$ cat src/rtl/core/esc_pkg.sv
// ----------------------------------------------------------------------------
// esc_pkg: shared definitions for the expression syntax checker
// Character classes, operator slot layout, register indexes and defaults.
// ----------------------------------------------------------------------------
package esc_pkg;

  // configuration register widths
  localparam int DIGIT_CHARS_W = 64;
  localparam int DIGIT_COUNT_W = 4;
  localparam int OP_CHARS_W    = 56;
  localparam int CFG_DATA_W    = 64;
  localparam int CFG_INDEX_W   = 2;
  localparam int CHAR_W        = 8;

  // operator slots: open, close, plus, minus, multiply, divide, modulo
  localparam int OP_COUNT        = 7;
  localparam int OP_FIRST_ARITH  = 2;
  localparam int OP_FIRST_MULDIV = 4;
  localparam int OP_IDX_W        = 3;

  // parameter defaults
  localparam int DIGIT_MAX_DEF  = 8;
  localparam int DEPTH_BITS_DEF = 16;

  // configuration register indexes
  localparam logic [CFG_INDEX_W-1:0] REG_DIGIT_CHARS = 2'd0;
  localparam logic [CFG_INDEX_W-1:0] REG_DIGIT_COUNT = 2'd1;
  localparam logic [CFG_INDEX_W-1:0] REG_OP_CHARS    = 2'd2;

  // character classes
  typedef enum logic [2:0] {
    CL_NONE,
    CL_DIGIT,
    CL_OPEN,
    CL_CLOSE,
    CL_ADDSUB,
    CL_MULDIV,
    CL_OTHER
  } cls_t;

  // plus, minus, multiply, divide or modulo
  function automatic logic is_arith(input cls_t cl);
    is_arith = (cl == CL_ADDSUB) || (cl == CL_MULDIV);
  endfunction

endpackage

$ cat src/rtl/core/esc_classify.sv
// ----------------------------------------------------------------------------
// esc_classify: character classifier
// Parallel compares against the digit and operator bytes; first match wins.
// ----------------------------------------------------------------------------
module esc_classify #(
  parameter int DIGIT_MAX = esc_pkg::DIGIT_MAX_DEF
) (
  input  logic [esc_pkg::CHAR_W-1:0]        char_code,
  input  logic [esc_pkg::DIGIT_CHARS_W-1:0] digit_chars,
  input  logic [esc_pkg::DIGIT_COUNT_W-1:0] digit_count,
  input  logic [esc_pkg::OP_CHARS_W-1:0]    op_chars,
  output esc_pkg::cls_t                     cls
);

  logic [esc_pkg::DIGIT_COUNT_W-1:0] n_dig;
  logic [DIGIT_MAX-1:0]              dig_hit;
  logic [esc_pkg::OP_COUNT-1:0]      op_hit;
  logic [esc_pkg::OP_IDX_W-1:0]      op_idx;

  // clamp the digit count
  assign n_dig = (digit_count > esc_pkg::DIGIT_COUNT_W'(DIGIT_MAX)) ?
                 esc_pkg::DIGIT_COUNT_W'(DIGIT_MAX) : digit_count;

  // byte compares
  always_comb begin
    for (int i = 0; i < DIGIT_MAX; i++) begin
      dig_hit[i] = (esc_pkg::DIGIT_COUNT_W'(i) < n_dig) &&
                   (char_code == digit_chars[8*i +: 8]);
    end
    for (int j = 0; j < esc_pkg::OP_COUNT; j++) begin
      op_hit[j] = (char_code == op_chars[8*j +: 8]);
    end
  end

  // lowest matching operator slot
  always_comb begin
    op_idx = '0;
    for (int j = esc_pkg::OP_COUNT - 1; j >= 0; j--) begin
      if (op_hit[j]) op_idx = esc_pkg::OP_IDX_W'(j);
    end
  end

  // class select: digits first
  always_comb begin
    if (|dig_hit) begin
      cls = esc_pkg::CL_DIGIT;
    end else if (!(|op_hit)) begin
      cls = esc_pkg::CL_OTHER;
    end else if (op_idx == esc_pkg::OP_IDX_W'(0)) begin
      cls = esc_pkg::CL_OPEN;
    end else if (op_idx < esc_pkg::OP_IDX_W'(esc_pkg::OP_FIRST_ARITH)) begin
      cls = esc_pkg::CL_CLOSE;
    end else if (op_idx < esc_pkg::OP_IDX_W'(esc_pkg::OP_FIRST_MULDIV)) begin
      cls = esc_pkg::CL_ADDSUB;
    end else begin
      cls = esc_pkg::CL_MULDIV;
    end
  end

endmodule

$ cat config.mk
export PLATFORM = sky130hd
export DESIGN_NAME = esc_classify
export DESIGN_NICKNAME = d
export VERILOG_FILES = /design/src/rtl/core/esc_pkg.sv /design/src/rtl/core/esc_classify.sv
export SDC_FILE = /design/constraint.sdc
export NUM_CORES = 1
export LEC_CHECK = 0
export BUFFER_PORTS_ARGS = -buffer_cell sky130_fd_sc_hd__buf_2
export CORE_AREA = 2 2 66 68
export DETAILED_ROUTE_END_ITERATION = 7
export DIE_AREA = 0 0 68 70
export MAX_ROUTING_LAYER = met4
export PLACE_DENSITY = 0.87
export SLEW_MARGIN = 20
export SYNTH_ARGS = -nofsm -noshare
export SYNTH_HDL_FRONTEND = slang
export SYNTH_SLANG_ARGS = --single-unit
$ cat constraint.sdc
create_clock -name vclk -period 4.7
set_clock_uncertainty 0.05 [all_clocks]
set_input_delay 0.94 -clock vclk [all_inputs]
set_output_delay 0.94 -clock vclk [all_outputs]
set_load 0.01 [all_outputs]
---- Word level (Yosys, flattened, before mapping) ----
Index checks and enable logic that the tools add are counted.
cells by class
  $lt $le $gt $ge ......................... 11
  equality and inequality tests ........... 15
  mux-type cells .......................... 13
  reductions and logical operators ........ 11
operators with widths
  cell                                                  count
  equality test 8 bit                                   15
  two-way mux 3 bit                                     11
  < comparator 3 x 4 -> 1 bit, first input constant     4
  logical AND 1 bit                                     8
  < comparator 1 x 4 -> 1 bit, first input constant     2
  < comparator 2 x 4 -> 1 bit, first input constant     2
  OR reduction 8 bit                                    1
  OR reduction 7 bit                                    1
  greater-than comparator 4 bit, second input constant  1
  two-way mux 4 bit                                     1
  zero test 3 bit                                       1
  < comparator 3 x 2 -> 1 bit, second input constant    1
  < comparator 3 bit, second input constant             1
  two-way mux 1 bit                                     1
storage, ports and cells
  register bits after elaboration ......... 0
  input bits .............................. 132
  output and inout port bits .............. 3
  word-level logic and storage cells ...... 50

---- Depth between registers and ports, before layout ----
Gate-level depths: netlist of the first run.
  depth after elaboration ................. 14
  depth in mapped cells ................... 7
  depth with buffers taken out ............ 5

---- Worst setup path after synthesis of the first run ----
Ideal clock, no wire load.
  path type ............................... input port to output port
  start ................................... input char_code[2] in the netlist's numbering
  end ..................................... output cls[0]
  arrival time ............................ 2.412 ns
  required time ........................... 3.710 ns
  path slack .............................. 1.298 ns
  stages on the path ...................... 6
  path buffers ............................ 1
  cell sequence ........................... buf_4 xor2_1 a2111o_1 nor4_1 or4_4 or4b_1
between the ends
  longest elaborated chain between the ends .. 14
  elaborated cells on any way between the ends .. 40
  classes of those cells .................. order compare (2); eq/ne (15); mux (12); reduce/logical (11)
ends and longest elaborated chain
  what                            line                RTL
  start: declaration              esc_classify.sv:8   input logic [esc_pkg::CHAR_W-1:0] char_code,
  equality test 8 bit             esc_classify.sv:31  op_hit[j] = (char_code == op_chars[8*j +: 8]);
  two-way mux 3 bit (7 in a row)  esc_classify.sv:39  if (op_hit[j]) op_idx = esc_pkg::OP_IDX_W'(j);
  < comparator 3 bit              esc_classify.sv:53  end else if (op_idx < esc_pkg::OP_IDX_W'(esc_pkg::OP_FIRST_MULDIV)) begin
  two-way mux 1 bit               esc_classify.sv:53
  two-way mux 3 bit               esc_classify.sv:51  end else if (op_idx < esc_pkg::OP_IDX_W'(esc_pkg::OP_FIRST_ARITH)) begin
  two-way mux 3 bit               esc_classify.sv:49  end else if (op_idx == esc_pkg::OP_IDX_W'(0)) begin
  two-way mux 3 bit               esc_classify.sv:47  end else if (!(|op_hit)) begin
  two-way mux 3 bit *             esc_classify.sv:45  if (|dig_hit) begin
  end: declaration                esc_classify.sv:12  output esc_pkg::cls_t cls
Mark *: on every way between the ends. The rest lies on a longest branch, timed or not.

---- Worst setup path in the final report of the first run ----
Same ends and word-level chain as after synthesis.

==> metrics.md, run 1 <==
| Metric | Value |
|---|---|
| Status | `complete, no violations` |
| Port bufs | `135` |
| Post-layout net count | `450` |
| Clock buf count | `0` |
| Fraction of layout cells with a size suffix above 1 | `43.04%` |
| Final HPWL DP | `4.228 mm` |
| Max-slew headroom | `67.04%` |
| Register area | `0 um2` |
| Vias | `1,784` |
| Synthesized area per cell | `7.857 um2` |
| Max Cap Viol | `0` |
| YS warnings | `0` |
| Total nets after synthesis | `329` |
| Core Area | `0.004144 mm2` |
| Die Y | `70 um` |
| Most frequent CP cell | `buf_2` |
| Worst min-delay path category | `input pin to primary output` |
| Gate count of the mapped netlist | `197` |
| Tmin final | `3.893 ns` |
| Critical path startpoint category | `input pin` |
| Max Clk Rate | `0.2569 GHz` |
| RSZ-0062 raised after global routing | `no` |
| Top Ports | `135` |
| Antenna Cells | `0` |
| Setup TNS | `0 ns` |
| GRT overflow | `0` |
| # hold bufs at CTS | `0` |
| Vias in the first global route | `1,757` |
| Power Density | `88.74 mW/mm2` |
| Peak supply drop | `55.32 uV` |
| Fin util | `52.23%` |
| Number of setup buffers added after CTS | `0` |
| CP max stage delay | `0.54 ns` |
| Pin count of the biggest net entering global routing | `16` |
| P_leak | `0.9734 nW` |
| CP max stage cell | `or4_4` |
| DR WL/cell | `13.75 um` |
| Least-Margin Pin Slew | `0.4945 ns` |
| Worst setup EP type | `primary output` |
| Synth cell types | `24` |
| First-pass GRT wire length | `7.431 mm` |
| Endpoints failing hold | `0` |
| Remaining antenna violation count | `0` |
| Synth top area share | `36.22%` |
| Setup Viol. Count Final | `0` |
| Synth Cell Area | `0.001548 mm2` |
| DR iter-0 viols | `21` |
| Tcrit/Tclk final | `82.82%` |
| Largest area contributor in the netlist | `xnor2_1` |
| Via density | `4.848` |
| Critical path fanouts, max | `15` |
| Largest cells by area after synthesis | `xnor2_1, xor2_1, buf_4` |
| CP Launch Point | `char_code[2]` |
| Routed Wire Length | `5.060 mm` |
| Hold path startpoint | `op_chars[5]` |
| Die Span X | `68 um` |
| Routability cong. | `0.8247` |
| Initial Util | `37.35%` |
| DRC viols | `0` |
| Crit-path leading delay family | `simple AND/OR/NAND/NOR gates` |
| Area growth from synthesis to final layout | `39.85%` |
| Antenna violations before repair | `0` |
| # rows | `24` |
| Sequential share of the synthesized area | `0%` |
| Die ar. | `0.004760 mm2` |
| Slew Viols, Final | `0` |
| PostCTS Resize Cnt | `0` |
| Total iterations of the first detailed-routing run | `4` |
| CP arrival | `2.90 ns` |
| WP buf/inv | `2` |
| Seq_cells | `0` |
| GR Util All Layers | `20.32%` |
| WP data required | `3.71 ns` |
| CP Cell Sequence | `buf_2, xor2_1, a2111o_1, nor4_1, or4_4, or4b_1, buf_2` |
| Crit Path Class | `input pin to primary output` |
-- per-stage QoR --
stage | std cells | total power, W | hold slack, ns | worst slack, ns | instance area (um2)
floorplan | 197 | 0.0001192 | 2.090 | 1.298 | 1548
global placement | 368 | 0.0001896 | 2.395 | 0.8535 | 2165
detailed placement | 368 | 0.0001935 | 2.408 | 0.8098 | 2165
CTS | 368 | 0.0001944 | 2.408 | 0.8098 | 2165
global route | 368 | 0.0002111 | 2.467 | 0.7352 | 2165
finish | 368 | 0.0001921 | 2.404 | 0.8073 | 2165
-- layout by cell type, fill, tap and decap left out, types with 2 or more instances in the layout --
cell	synthesis	final
nor3_1	2	2
nand3_1	5	5
xor2_1	56	56
nor4_1	14	14
o211ai_1	2	2
nand2_1	5	5
xnor2_1	64	64
nand4_1	14	14
nor2_1	6	6
buf_2	0	135
-- logic make-up after synthesis --
kind of cell	after synthesis	synth area share, %
AOI/OAI and AO/OA	9	4.609
xor gates and xnor gates	120	67.91
buffers and inverters	16	8.003
and+or+nand+nor	52	19.48
-- tightest hold or removal path, stage by stage --
cell and delay, ns:
buf_2 0.09, xnor2_1 0.05, nand4_1 0.06, nor2_1 0.07, nor2_1 0.08, a211oi_1 0.08, buf_2 0.13
-- synth_stat cells --
cell type,count
a2111o_1,1
buf_6,1
xor2_1,56
xnor2_1,64
nand2b_1,1
nand2_1,5
o211ai_1,2
or4_1,1
nor3_1,2
buf_4,15
or4_4,1
nand3_1,5
nor4_1,14
or3_1,1
a31oi_1,1
nor2_1,6
a2111oi_0,1
o21a_1,1
a211oi_1,1
a311oi_1,1
nand4b_1,1
or4b_1,1
o22ai_1,1
nand4_1,14
-- path summary, 6_finish.rpt --
check / endpoint / slack [ns] / cells after the start
hold / removal: cls[1] / 2.40 / 7
setup / recovery: cls[0] / 0.81 / 7
-- routing by layer --
| metal | vias to the layer above | routed length, um | track usage, % |
|---|---|---|---|
| li1 | 905 | - | - |
| met1 | 788 | 2062 | 22.27 |
| met2 | 91 | 2660 | 41.21 |
| met3 | 0 | 337 | 0.6441 |
| met4 | 0 | 0 | 0 |
| met5 | - | 0 | - |
-- layout make-up --
class | instances | area [um2]
fillers | 405 | 1979
multi-input cells | 181 | 1424
well taps | 52 | 65.06
repair buffers | 135 | 675.6
-- power by group --
| part | leakage (nW) | internal (W) | switching (W) |
|---|---|---|---|
| logic | 0.973 | 0.000102 | 0.0000901 |
| clock network | 0 | 0 | 0 |
| registers | 0 | 0 | 0 |
| total | 0.973 | 0.000102 | 0.0000901 |
No activity file was read; power rests on OpenSTA's default activity.
==> run 2: changes to the inputs <==
--- a/config.mk
+++ b/config.mk
@@ -5,12 +5,13 @@
 export SDC_FILE = /design/constraint.sdc
 export NUM_CORES = 1
 export LEC_CHECK = 0
+export ABC_AREA = 1
 export BUFFER_PORTS_ARGS = -buffer_cell sky130_fd_sc_hd__buf_2
-export CORE_AREA = 2 2 66 68
+export CORE_AREA = 2 2 88 90
 export DETAILED_ROUTE_END_ITERATION = 7
-export DIE_AREA = 0 0 68 70
+export DIE_AREA = 0 0 90 92
 export MAX_ROUTING_LAYER = met4
-export PLACE_DENSITY = 0.87
+export PLACE_DENSITY = 0.77
 export SLEW_MARGIN = 20
 export SYNTH_ARGS = -nofsm -noshare
 export SYNTH_HDL_FRONTEND = slang
==> constraint.sdc (replaced) <==
create_clock -name vclk -period 3.2
set_clock_uncertainty 0.05 [all_clocks]
set_input_delay 0.64 -clock vclk [all_inputs]
set_output_delay 0.64 -clock vclk [all_outputs]
set_load 0.01 [all_outputs]
==> run 2 against run 1 <==
Non-clock buffer count is 6 higher; critical path depth is 6 higher; global-route usage is 1.3 points higher; flip-flop and latch count stayed put; clock-buffer cell count stayed put; first-iteration DRC count grew to 8.5 times the previous value; critical path type unchanged.
==> metrics.md, run 2 <==
| Metric | Value |
|---|---|
| Crit Path Class | `input pin to primary output (unchanged)` |
| Largest cells by area after synthesis | `nand2_1, xnor2_1, nor2_1 (was xnor2_1, xor2_1, buf_4)` |
| Initial Util | `37.21% (was 37.35%)` |
| Slew Viols, Final | `0 (unchanged)` |
| Largest area contributor in the netlist | `nand2_1 (was xnor2_1)` |
| Antenna violations before repair | `0 (unchanged)` |
| Number of setup buffers added after CTS | `0 (unchanged)` |
| Die Span X | `90 um (was 68 um)` |
| Clock buf count | `0 (unchanged)` |
| GR Util All Layers | `21.63% (was 20.32%)` |
| Fin cells | `812 (was 368)` |
| Max Clk Rate | `0.3558 GHz` |
| Gate count of the mapped netlist | `589 (was 197)` |
| Total nets after synthesis | `721 (was 329)` |
| Placed insts | `812 (was 368)` |
| Least-Margin Pin Slew | `0.4158 ns (was 0.4945 ns)` |
| Setup Viol. Count Final | `0 (unchanged)` |
| DR WL/cell | `10.78 um (was 13.75 um)` |
| Antenna Cells | `0 (unchanged)` |
| Port bufs | `135 (unchanged)` |
| P_leak | `2.213 nW (was 0.9734 nW)` |
| First-pass GRT wire length | `14.68 mm (was 7.431 mm)` |
| Synth top area share | `37.92% (was 36.22%)` |
| Max Cap Viol | `0 (unchanged)` |
| Tcrit/Tclk final | `87.84%` |
| Setup TNS | `0 ns (unchanged)` |
| Count leader, synth | `nand2_1 (was xnor2_1)` |
| Synth cell types | `23 (was 24)` |
| # hold bufs at CTS | `0 (unchanged)` |
| RSZ-0062 raised after global routing | `no (unchanged)` |
| GRT overflow | `0 (unchanged)` |
| Post-layout net count | `844 (was 450)` |
| Fraction of layout cells with a size suffix above 1 | `21.97% (was 43.04%)` |
| Synth Cell Area | `0.002771 mm2 (was 0.001548 mm2)` |
| DRC viols | `0 (unchanged)` |
| CP arrival | `2.12 ns (was 2.90 ns)` |
| Total iterations of the first detailed-routing run | `4 (unchanged)` |
| Core Area | `0.007447 mm2 (was 0.004144 mm2)` |
| YS warnings | `0 (unchanged)` |
| Critical path startpoint category | `input pin (unchanged)` |
| Remaining antenna violation count | `0 (unchanged)` |
| Routability cong. | `0.9918 (was 0.8247)` |
| Vias in the first global route | `3,315 (was 1,757)` |
| Register area | `0 um2 (unchanged)` |
| Area growth from synthesis to final layout | `22.17% (was 39.85%)` |
| Vias | `3,547 (was 1,784)` |
| Synth top cells by count | `nand2_1, nor2_1, inv_1, xnor2_1, nand3_1 (was xnor2_1, xor2_1, buf_4, nand4_1, nor4_1)` |
| Worst setup EP type | `primary output (unchanged)` |
| Tmin final | `2.811 ns` |
| PostCTS Resize Cnt | `0 (unchanged)` |
| Top Ports | `135 (unchanged)` |
| Pin count of the biggest net entering global routing | `20 (was 16)` |
| Synthesized area per cell | `4.705 um2 (was 7.857 um2)` |
| Commonest non-fill, non-tap cell in the layout | `nand2_1 (was buf_2)` |
| Max-slew headroom | `72.28% (was 67.04%)` |
| Final HPWL DP | `7.539 mm (was 4.228 mm)` |
| WP data required | `2.51 ns (was 3.71 ns)` |
| Final-layout fill cell count | `897 (was 405)` |
| Critical path fanouts, max | `17 (was 15)` |
| DR iter-0 viols | `179 (was 21)` |
| Fin Hold WS | `1.850 ns (was 2.404 ns)` |
| Die ar. | `0.008280 mm2 (was 0.004760 mm2)` |
| Peak supply drop | `54.24 uV (was 55.32 uV)` |
| Routed Wire Length | `8.752 mm (was 5.060 mm)` |
| Power Density | `124.5 mW/mm2 (was 88.74 mW/mm2)` |
| Seq_cells | `0 (unchanged)` |
| Die Y | `92 um (was 70 um)` |
| Status | `complete, no violations (unchanged)` |
| Most frequent cells in the layout | `nand2_1, buf_2, nor2_1 (was buf_2, xnor2_1, xor2_1)` |
| Endpoints failing hold | `0 (unchanged)` |
| Via density | `4.368 (was 4.848)` |
| Final total power | `0.0004215 W (was 0.0001921 W)` |
| Worst min-delay path category | `input pin to primary output (unchanged)` |
| Sequential share of the synthesized area | `0% (unchanged)` |
| # rows | `32 (was 24)` |
[run 2: changes by cell type after synthesis, sizes merged, moves of 7 or more]
cell / previous run / this run
nor4: 14 / 0
inv: 0 / 92
nor2: 6 / 90
nand4: 14 / 3
xor2: 56 / 17
o21ai: 0 / 7
nand2: 5 / 282
xnor2: 64 / 47
nand3: 5 / 21
[run 2: cell type report]
cell class	instances	area, um2	area share [%]
timing repair buffer	141	720.7	21.29
multi-input combinational	476	2188	64.63
tap	102	127.6	3.769
inverter	93	349.1	10.31
[run 2: layer usage]
layer	global-route usage [%]	vias up	share of wire, %
met1	27.58	1471	45
met2	38.97	123	48
li1	-	1943	-
met3	0.8217	10	5.2
met5	-	-	0
met4	3.205	0	1.5
[run 2: kinds of logic after synthesis]
family	after synthesis	synth area share [%]
AO/OA/AOI/OAI	12	2.393
buffers and inverters	113	21.04
XOR/XNOR	64	20.23
AND/OR/NAND/NOR	400	56.34
[run 2: power breakdown]
group / leakage, nW / internal (W) / switching [W]
combinational: 2.21 / 0.000184 / 0.000238
clock: 0 / 0 / 0
sequential: 0 / 0 / 0
[run 2: metrics by stage]
step | utilization [%] | instance area [um2] | setup slack, ns
6_report | 45.46 | 3386 | 0.3891
5_1_grt | 45.46 | 3386 | 0.2481
4_1_cts | 45.46 | 3386 | 0.3839
3_5_place_dp | 45.46 | 3386 | 0.3844
3_3_place_gp | 45.46 | 3386 | 0.4278
2_1_floorplan | - | 2771 | 0.9189
[run 2: worst paths after layout]
path                     start  endpoint  slack [ns]  depth (start not counted)
setup / recovery  char_code[2]    cls[1]        0.39                         13
hold / removal    op_chars[10]    cls[2]        1.85                          7
[run 2: worst max-delay path, cell delays in order]
cell	delay, ns
buf_2	0.35
inv_2	0.18
nand2_1	0.09
nand2_1	0.05
nor2_1	0.17
nand2_1	0.07
nor2_1	0.09
nand2_1	0.06
nand2_1	0.05
nor2_1	0.04
nand2_1	0.12
nor2_1	0.06
buf_2	0.13
